===== src/rtl/spring_damped_point_update_macros.svh =====
// Assertion macros for the damped spring point block.
// Included by files that check their own logic; no other dependencies.
`ifndef SPRING_DAMPED_POINT_UPDATE_MACROS_SVH
`define SPRING_DAMPED_POINT_UPDATE_MACROS_SVH
`ifndef SYNTHESIS
`define SDP_ASSERT_ALWAYS(lbl, clk, rst_n, cond) \
    lbl: assert property (@(posedge clk) disable iff (!rst_n) (cond)) \
        else $error("assertion failed");
`define SDP_ASSERT_NEXT(lbl, clk, rst_n, ante, cons) \
    lbl: assert property (@(posedge clk) disable iff (!rst_n) (ante) |=> (cons)) \
        else $error("assertion failed");
`else
`define SDP_ASSERT_ALWAYS(lbl, clk, rst_n, cond)
`define SDP_ASSERT_NEXT(lbl, clk, rst_n, ante, cons)
`endif
`endif


===== src/rtl/sdp_pkg.sv =====
// Shared types and constants for the damped spring point block.
// No dependencies.
package sdp_pkg;
    localparam int NUM_POINTS = 64;
    localparam int IDX_W = (NUM_POINTS > 1) ? $clog2(NUM_POINTS) : 1;
    localparam int SQ_IN_W = 60;
    localparam int SQ_OUT_W = 30;

    // Table entry, one per point
    typedef struct packed {
        logic signed [20:0] cur_x;
        logic signed [20:0] cur_y;
        logic signed [20:0] vel_x;
        logic signed [20:0] vel_y;
        logic [19:0]        cur_depth;
        logic signed [19:0] vel_depth;
        logic [18:0]        home_x;
        logic [18:0]        home_y;
        logic [3:0]         base_size;
    } entry_t;

    // Square root unit status
    typedef struct packed {
        logic busy;
    } sq_status_t;

    // Round to nearest right shift by 16, ties away from zero
    function automatic logic signed [63:0] rshr16(input logic signed [63:0] x);
        logic [63:0] m;
        logic [63:0] r;
        begin
            m = x[63] ? (64'd0 - x) : x;
            r = (m + 64'd32768) >> 16;
            return x[63] ? -$signed(r) : $signed(r);
        end
    endfunction
endpackage


===== src/rtl/sdp_mul.sv =====
// Shared signed 32 x 32 multiplier with registered product.
// Depends on sdp_pkg.
module sdp_mul (
    input  logic               clk,
    input  logic signed [31:0] a,
    input  logic signed [31:0] b,
    output logic signed [63:0] prod
);
    import sdp_pkg::*;

    logic signed [63:0] prod_reg;

    // Register each product
    always_ff @(posedge clk)
    begin
        prod_reg <= a * b;
    end

    assign prod = prod_reg;
endmodule


===== config.mk =====
export PLATFORM = sky130hd
export DESIGN_NAME = sdp_mul
export DESIGN_NICKNAME = d
export VERILOG_FILES = /design/src/rtl/spring_damped_point_update_macros.svh /design/src/rtl/sdp_pkg.sv /design/src/rtl/sdp_mul.sv
export SDC_FILE = /design/constraint.sdc
export NUM_CORES = 2
export LEC_CHECK = 0
export ABC_CLOCK_PERIOD_IN_PS = 11550
export BUFFER_PORTS_ARGS = -buffer_cell sky130_fd_sc_hd__buf_2
export CORE_MARGIN = 2
export CORE_UTILIZATION = 43
export CTS_CLUSTER_DIAMETER = 150
export DETAILED_ROUTE_END_ITERATION = 8
export PLACE_DENSITY = 0.64
export RECOVER_POWER = 100
export SETUP_SLACK_MARGIN = 0.5
export SLEW_MARGIN = 20
export SYNTH_ARGS = -nofsm -noshare
export SYNTH_HDL_FRONTEND = slang
export SYNTH_SLANG_ARGS = --single-unit

===== constraint.sdc =====
create_clock -name clk -period 11.55 [get_ports clk]
set_clock_uncertainty 0.2 [all_clocks]
set_input_delay 1.155 -clock clk [delete_from_list [all_inputs] [get_ports clk]]
set_output_delay 1.155 -clock clk [all_outputs]
set_load 0.01 [all_outputs]

==> metrics.cfg <==
[worst_setup_path]
crit_slowest_cell = clkbuf_1
cp.depth = 26
cp-end-kind = flop
criticalPathCategory = in -> reg
cpMostUsedCell = fa_1
start_kind = input pin
critPathRequiredTime_ns = 11.68
cpPeakStageDelay_ns = 1.16
crit_family = adder cells
crit_fanout = 32
arrival_ns = 10.49
crit_buf_inv = 6

[grt]
grt_max_degree = 33
grt_pass1_vias = 29480
grt_pass1_wl_mm = 164.6
grt_use_total = 0.2416
overflow = 0
grt_antenna_before_repair = 12

[place]
gp_congestion = 0.8741
post_dp_cell_area_mm2 = 0.03866
dpl.hpwl_mm = 80.17
port_buffers = 128

[drt]
avgViaCountPerCell = 5.135
num_vias = 25600
drtIter0Drc = 1352
dr.pass1.iters = 5
finalWirelength_mm = 100.8
wl_per_cell_um = 20.22
antenna_left = 0
drc = 0

[timing]
tightest_slew_ns = 1.648
max_freq_ghz = 0.09648
min_period_ns = 10.36
tns_ns = 0
hold_slack_ns = 1.272
setup_viol = 0
rsz0062_at_grt = no
period_share = 0.8974
slew_headroom = -0.09833
hold_violations = 0
slew_violations = 33

[cts]
clock-sinks = 64
clock_path_buffers = 2
ctsRootBufferMaster = clkbuf_16
cts_tree = built
clkSlewWorstSetupHoldPaths_ns = 0.06
htreeDepth = 3
cts_buffers = 9
hold_buffers = 0
ctsResizeCount = 0
post-cts-setup-buffers = 0

[synth]
syn_area_mm2 = 0.03724
synth_cells = 3884
synth_warnings = 0
syn_nets = 5215
avgSynthCellArea_um2 = 9.589
ys_seq_area_frac = 0.03440
synth-seq-cells = 64
synth-edff-count = 0
synth-main-ff-cell = dfxtp_1
async_flop_share = 0
synth_cell_types = 63

[hold_path]
holdPathStages = 2
hp-class = in -> reg

[die]
fp.dieH_um = 298.3
die-area_mm2 = 0.08898
ios = 129
die_w_um = 298.3
num_rows = 107
core_area_mm2 = 0.08555
initial_core_util = 0.4353

[cells_and_area]
post-route-cell-area_mm2 = 0.03883
largest_reg_flops = 64
syn_to_final_growth_pct = 4.267
drive_gt1_frac = 0.02709
final_util = 0.4539
finalNetCount = 5166

[outcome]
violations = capacitance limit, slew limit
status = complete, but fails checks

[job]
max_cap_viol_count = 1

-- cell usage after synthesis, types with 2 or more instances --
library cell,n,area share
dfxtp_1,64,0.034
nand2_1,511,0.052
a211oi_2,3,0.0010
nand2b_1,9,0.0015
o21ai_0,28,0.0038
o211ai_1,3,0.00060
xor2_1,22,0.0052
a21o_2,2,0.00047
clkbuf_1,195,0.020
fa_1,1082,0.58
o21ai_2,2,0.00047
nand4_1,7,0.0012
a21boi_0,3,0.00060
o21bai_1,15,0.0030
nor2b_1,3,0.00050
a21o_1,23,0.0046
o22a_1,2,0.00047
buf_1,2,0.00020
ha_1,184,0.062
and2_1,516,0.087
buf_2,3,0.00040
a31oi_1,12,0.0020
nor3_1,6,0.00081
o21a_1,4,0.00081
inv_1,952,0.096
nand3_1,15,0.0020
nor2_1,42,0.0042
a21oi_1,68,0.0091
a211oi_1,4,0.00081
or3_1,4,0.00067
o31ai_1,6,0.0012
xnor2_1,53,0.012
and3_1,7,0.0012
and4_1,3,0.00071
-- path summary, 6_finish.rpt --
| kind | start | end | slack, ns |
|---|---|---|---|
| max | a[0] | prod[61] | 1.19 |
| min | b[0] | prod[0] | 1.27 |
-- stage by stage --
step                      worst slack [ns]  std cells
after global placement               1.578       4968
after CTS                            1.862       4983
final                                1.185       4985
after detailed placement             1.503       4968
after floorplan                      2.934       3884
after global routing                0.6499       4983
-- per-layer routing --
metal	wire, µm	part of all wire	vias up	global-route usage
li1	-	-	10940	-
met5	131	0.0013	-	0
met2	52330	0.52	814	0.4277
met4	3506	0.035	22	0.08435
met3	6090	0.060	226	0.04186
met1	38730	0.38	13600	0.2967
-- cell type report --
type,instances,area [µm²]
diodes,2,5.005
clock buffers,12,246.5
well taps,1144,1431
multi-input cells,2668,31590
fillers,8290,46720
inverters,952,3573
clock inverters,3,42.54
flip-flops and latches,64,1281
repair buffers,140,658.1
-- layout by cell type (no fill, tap or decap), types with 2 or more instances in the layout --
| master | count |
|---|---|
| dfxtp_1 | 64 |
| o21a_1 | 4 |
| fa_1 | 1082 |
| nand2b_1 | 9 |
| diode_2 | 2 |
| buf_4 | 10 |
| and4_1 | 3 |
| nor2_1 | 42 |
| o211ai_1 | 3 |
| o22a_1 | 2 |
| nand3_1 | 15 |
| clkbuf_16 | 9 |
| a21o_2 | 2 |
| o21ai_0 | 30 |
| xnor2_1 | 53 |
| or3_1 | 4 |
| nor4_1 | 2 |
| nand4_1 | 7 |
| buf_2 | 63 |
| o31ai_1 | 6 |
| a21oi_1 | 68 |
| a211oi_2 | 2 |
| xor2_1 | 22 |
| ha_1 | 184 |
| a21o_1 | 23 |
| a21boi_0 | 3 |
| nand2_1 | 511 |
| and2_0 | 5 |
| a211oi_1 | 5 |
| inv_1 | 952 |
| nor2b_1 | 3 |
| a31oi_1 | 13 |
| and3_1 | 8 |
| clkbuf_1 | 68 |
| and2_1 | 511 |
| o21bai_1 | 15 |
| nor3_1 | 6 |
-- cells by family (layout without fill, tap and decap cells) --
| group | count (synthesis) | in the layout | synth area share |
|---|---|---|---|
| flip-flops | 64 | 64 | 0.03440 |
| AO/OA/AOI/OAI | 193 | 193 | 0.03464 |
| buffers and inverters | 1152 | 1107 | 0.1162 |
| XOR/XNOR | 75 | 75 | 0.01764 |
| AND/OR/NAND/NOR | 1134 | 1134 | 0.1537 |
| adder cells (fa/ha/maj) | 1266 | 1266 | 0.6434 |
| other | 0 | 2 | 0 |
Power is not shown: default switching activity piles up to over one toggle a cycle in this logic, so the estimate is an artifact.
