File: src/rtl/spring_damped_point_update_macros.svh
// Assertion macros for the damped spring point block.
// Included by files that check their own logic; no other dependencies.
`ifndef SPRING_DAMPED_POINT_UPDATE_MACROS_SVH
`define SPRING_DAMPED_POINT_UPDATE_MACROS_SVH
`ifndef SYNTHESIS
`define SDP_ASSERT_ALWAYS(lbl, clk, rst_n, cond) \
    lbl: assert property (@(posedge clk) disable iff (!rst_n) (cond)) \
        else $error("assertion failed");
`define SDP_ASSERT_NEXT(lbl, clk, rst_n, ante, cons) \
    lbl: assert property (@(posedge clk) disable iff (!rst_n) (ante) |=> (cons)) \
        else $error("assertion failed");
`else
`define SDP_ASSERT_ALWAYS(lbl, clk, rst_n, cond)
`define SDP_ASSERT_NEXT(lbl, clk, rst_n, ante, cons)
`endif
`endif

File: src/rtl/sdp_pkg.sv
// Shared types and constants for the damped spring point block.
// No dependencies.
package sdp_pkg;
    localparam int NUM_POINTS = 64;
    localparam int IDX_W = (NUM_POINTS > 1) ? $clog2(NUM_POINTS) : 1;
    localparam int SQ_IN_W = 60;
    localparam int SQ_OUT_W = 30;

    // Table entry, one per point
    typedef struct packed {
        logic signed [20:0] cur_x;
        logic signed [20:0] cur_y;
        logic signed [20:0] vel_x;
        logic signed [20:0] vel_y;
        logic [19:0]        cur_depth;
        logic signed [19:0] vel_depth;
        logic [18:0]        home_x;
        logic [18:0]        home_y;
        logic [3:0]         base_size;
    } entry_t;

    // Square root unit status
    typedef struct packed {
        logic busy;
    } sq_status_t;

    // Round to nearest right shift by 16, ties away from zero
    function automatic logic signed [63:0] rshr16(input logic signed [63:0] x);
        logic [63:0] m;
        logic [63:0] r;
        begin
            m = x[63] ? (64'd0 - x) : x;
            r = (m + 64'd32768) >> 16;
            return x[63] ? -$signed(r) : $signed(r);
        end
    endfunction
endpackage

File: src/rtl/sdp_isqrt.sv
// Iterative floor integer square root, two radicand bits per cycle.
// Depends on sdp_pkg.
module sdp_isqrt (
    input  logic                          clk,
    input  logic                          rst_n,
    input  logic                          start,
    input  logic [sdp_pkg::SQ_IN_W-1:0]   din,
    output sdp_pkg::sq_status_t           status,
    output logic [sdp_pkg::SQ_OUT_W-1:0]  root
);
    import sdp_pkg::*;

    logic [SQ_IN_W-1:0] v_reg, v_next;
    logic [SQ_IN_W-1:0] res_reg, res_next;
    logic [SQ_IN_W-1:0] bit_reg, bit_next;
    logic [SQ_IN_W-1:0] trial;

    // One digit step per cycle
    always_comb
    begin
        v_next = v_reg;
        res_next = res_reg;
        bit_next = bit_reg;
        trial = res_reg + bit_reg;
        if (start)
        begin
            v_next = din;
            res_next = '0;
            bit_next = {2'b01, {(SQ_IN_W-2){1'b0}}};
        end
        else if (bit_reg != '0)
        begin
            if (v_reg >= trial)
            begin
                v_next = v_reg - trial;
                res_next = (res_reg >> 1) + bit_reg;
            end
            else
            begin
                res_next = res_reg >> 1;
            end
            bit_next = bit_reg >> 2;
        end
    end

    always_ff @(posedge clk or negedge rst_n)
    begin
        if (!rst_n)
        begin
            bit_reg <= '0;
        end
        else
        begin
            bit_reg <= bit_next;
        end
    end

    always_ff @(posedge clk)
    begin
        v_reg <= v_next;
        res_reg <= res_next;
    end

    assign status.busy = (bit_reg != '0);
    assign root = res_reg[SQ_OUT_W-1:0];
endmodule

File: config.mk
export PLATFORM = sky130hd
export DESIGN_NAME = sdp_isqrt
export DESIGN_NICKNAME = d
export VERILOG_FILES = /design/src/rtl/spring_damped_point_update_macros.svh /design/src/rtl/sdp_pkg.sv /design/src/rtl/sdp_isqrt.sv
export SDC_FILE = /design/constraint.sdc
export NUM_CORES = 1
export LEC_CHECK = 0
export ABC_AREA = 1
export BUFFER_PORTS_ARGS = -buffer_cell sky130_fd_sc_hd__buf_2
export CORE_MARGIN = 2
export CORE_UTILIZATION = 58
export CTS_CLUSTER_SIZE = 10
export DETAILED_ROUTE_END_ITERATION = 16
export GPL_TIMING_DRIVEN = 1
export PLACE_DENSITY = 0.86
export SLEW_MARGIN = 30
export SYNTH_ARGS = -nofsm -noshare
export SYNTH_HDL_FRONTEND = slang
export SYNTH_SLANG_ARGS = --single-unit
File: constraint.sdc
create_clock -name clk -period 7.4 [get_ports clk]
set_input_delay 0.74 -clock clk [delete_from_list [all_inputs] [get_ports clk]]
set_output_delay 0.74 -clock clk [all_outputs]
set_load 0.02 [all_outputs]
==> impl_metrics.env <==
export IMPL_status="completed"
export IMPL_ys_top_cells_by_area="nand2_1, inv_1, edfxtp_1, nand3_1, ha_1"
export IMPL_worst_slew_pin_slew_ps=873
export IMPL_drc=0
export IMPL_cp_data_required_time_ps=7810
export IMPL_fin_tns_setup_ps=0
export IMPL_syn_area_per_cell_um2=5.68
export IMPL_async_flop_share_pct=20.0
export IMPL_vdd_drop_max_v=0.000380
export IMPL_cts_buffers=17
export IMPL_cts_root_buf="clkbuf_16"
export IMPL_ctsHtreeMaxLevel=4
export IMPL_start_util_pct=58.8
export IMPL_timing_hold_violations_final=0
export IMPL_vias_per_cell=5.88
export IMPL_synth_distinct_cells=43
export IMPL_criticalPathCategory="reg2reg"
export IMPL_hpwl_mm=59.2
export IMPL_die_area_um2=33400
export IMPL_drtAntennaViolNets=0
export IMPL_rsz0062_at_grt="no"
export IMPL_slew_headroom_pct=41.6
export IMPL_ctsHoldBuffers=0
export IMPL_synth_top_area_share_pct=22.4
export IMPL_wl_mm=72.8
export IMPL_syn_cell_area_um2=18500
export IMPL_die_y_um=183
export IMPL_syn_inst=3263
export IMPL_nets=3483
export IMPL_cp_max_fo=45
export IMPL_maxSlewViolCount=0
export IMPL_p_per_area_nw_per_um2=407
export IMPL_grt_use_total_pct=43.5
export IMPL_leakage_nw=9.84
export IMPL_yosys_area_top_type="nand2_1"
export IMPL_grt_max_degree=84
export IMPL_wl_per_cell_um=19.6
export IMPL_synth_edf_count=60
export IMPL_synth_seq_area_share_pct=20.2
export IMPL_finalCritPeriodShare_pct=82.3
export IMPL_synth_most_common_cell="nand2_1"
export IMPL_cts_resized=0
export IMPL_antenna_found_initial=0
export IMPL_boundaryPins=94
export IMPL_drive_gt1_share_pct=5.32
export IMPL_clockBufferDepth=2
export IMPL_post_cts_buffers=0
export IMPL_yosys_top_cells_count="nand2_1, inv_1, nor2_1"
export IMPL_chipWidth_um=183
export IMPL_cp_data_arrival_time_ps=6500
export IMPL_synth_seq_cells=150
export IMPL_synth_main_ff_cell="edfxtp_1"
export IMPL_worstHoldPathType="in2async"
export IMPL_cpMaxStageDelayCell="nand2_2"
export IMPL_end_kind="flop"
export IMPL_gp_routability_congestion=1.06
export IMPL_grt_pass1_vias=20600
export IMPL_clk_latency_ps=460
export IMPL_port_buffers=93
export IMPL_firstDrtPassIters=7
export IMPL_fin_skew_ps=15.9
export IMPL_synthToLayoutAreaGrowth_pct=6.15
export IMPL_clk_pin_slew_worst_paths_ps=70
export IMPL_cp_common_cell="nand2_1"
export IMPL_cap_violations=0
export IMPL_vias=21800
export IMPL_cts_sinks=150
export IMPL_cts_tree="built"
export IMPL_fin_util_pct=62.4
export IMPL_drt_iter0_drc=2842
export IMPL_diodes=0
export IMPL_gr_total_overflow=0
export IMPL_core_area_um2=31600
export IMPL_rows=65
export IMPL_grt_pass1_wl_mm=111
export IMPL_ys_warn_count=0
export IMPL_cp_start_kind="flop"
export IMPL_cpPeakStageDelay_ps=680
export IMPL_setup_viol=0
export IMPL_fmax_mhz=164
export IMPL_synth_fp_nets=3449
export IMPL_post_route_min_period_ps=6090
## final timing paths
| check | endpoint | cells past startpoint | slack, ps | start |
|---|---|---|---|---|
| min in group clk | res_reg[0] | 2 | 500 | res_reg[0] |
| hold / removal | bit_reg[2] | 1 | 320 | rst_n |
| setup / recovery | res_reg[15] | 26 | 1310 | res_reg[10] |
| max in group asynchronous | bit_reg[38] | 1 | 6600 | rst_n |
| hold reg to reg | res_reg[0] | 2 | 500 | res_reg[0] |
| setup reg to reg | res_reg[15] | 26 | 1310 | res_reg[10] |
## power breakdown
| group | switching, mW | internal [mW] |
|---|---|---|
| registers | 0.376 | 1.28 |
| clock network | 0.393 | 0.484 |
| logic | 3.72 | 1.76 |
## per-stage QoR
stage | total power, mW | std cells | instance area (um^2) | hold WS (ps) | worst slack, ps
2_1_floorplan | 5.52 | 3263 | 18500 | 444 | 412
4_1_cts | 7.82 | 3712 | 19700 | 335 | 1670
3_5_place_dp | 6.92 | 3680 | 19100 | 494 | 1700
6_report | 8.01 | 3712 | 19700 | 325 | 1310
5_1_grt | 8.63 | 3712 | 19700 | 373 | 1120
3_3_place_gp | 6.83 | 3680 | 19100 | 471 | 1710
## placed cells by master (no fill, tap or decap), types with 3 or more instances in the layout
cell type  instances
nand2_1         1108
inv_1            519
nor2_1           319
nand3_1          309
a21oi_1          182
o21ai_0          153
ha_1             122
buf_2             92
dfxtp_1           60
edfxtp_1          60
xor2_1            52
xnor2_1           45
nand4_1           41
dfrtp_1           30
nor3_1            27
nand3b_1          24
o21bai_1          23
clkbuf_16         18
buf_4             17
nor4_1            12
o21ai_1           12
nor2_2            12
a21o_1            11
inv_2             10
and2_1             6
or2_2              6
a21boi_0           5
clkbuf_1           4
nand2_2            3
clkinv_2           3
inv_6              3
## worst max-delay path: cells and delay by family (launching register included)
family / cells / cell delay (ps)
fa+ha+maj: 2 / 720
flops: 1 / 590
buf+inv: 4 / 740
simple gates: 17 / 2870
compound gates: 3 / 1080
## layout make-up
cell class / instances / area [um^2]
Multi-Input combinational cell: 2490 / 12300
Fill cell: 3095 / 11900
Tap cell: 402 / 503
Inverter: 529 / 1990
Timing Repair Buffer: 109 / 588
Clock buffer: 22 / 465
Clock inverter: 10 / 92.6
Sequential cell: 150 / 3750
## logic make-up after synthesis
logic type      after synthesis  share of synthesized area (%)
compound gates              397                           11.4
flops                       150                           20.2
simple gates               1873                           41.9
xor+xnor                     97                           4.58
buf+inv                     623                           13.5
fa+ha+maj                   123                           8.34
## layer usage
layer	vias up	share of wire [%]	global-route usage, %
li1	10400	-	-
met1	9821	38	51.0
met2	1296	46	73.1
met3	280	9.2	8.16
met4	0	7.2	28.4
met5	-	0	0
Note: power is estimated with default switching activity, not from simulation.
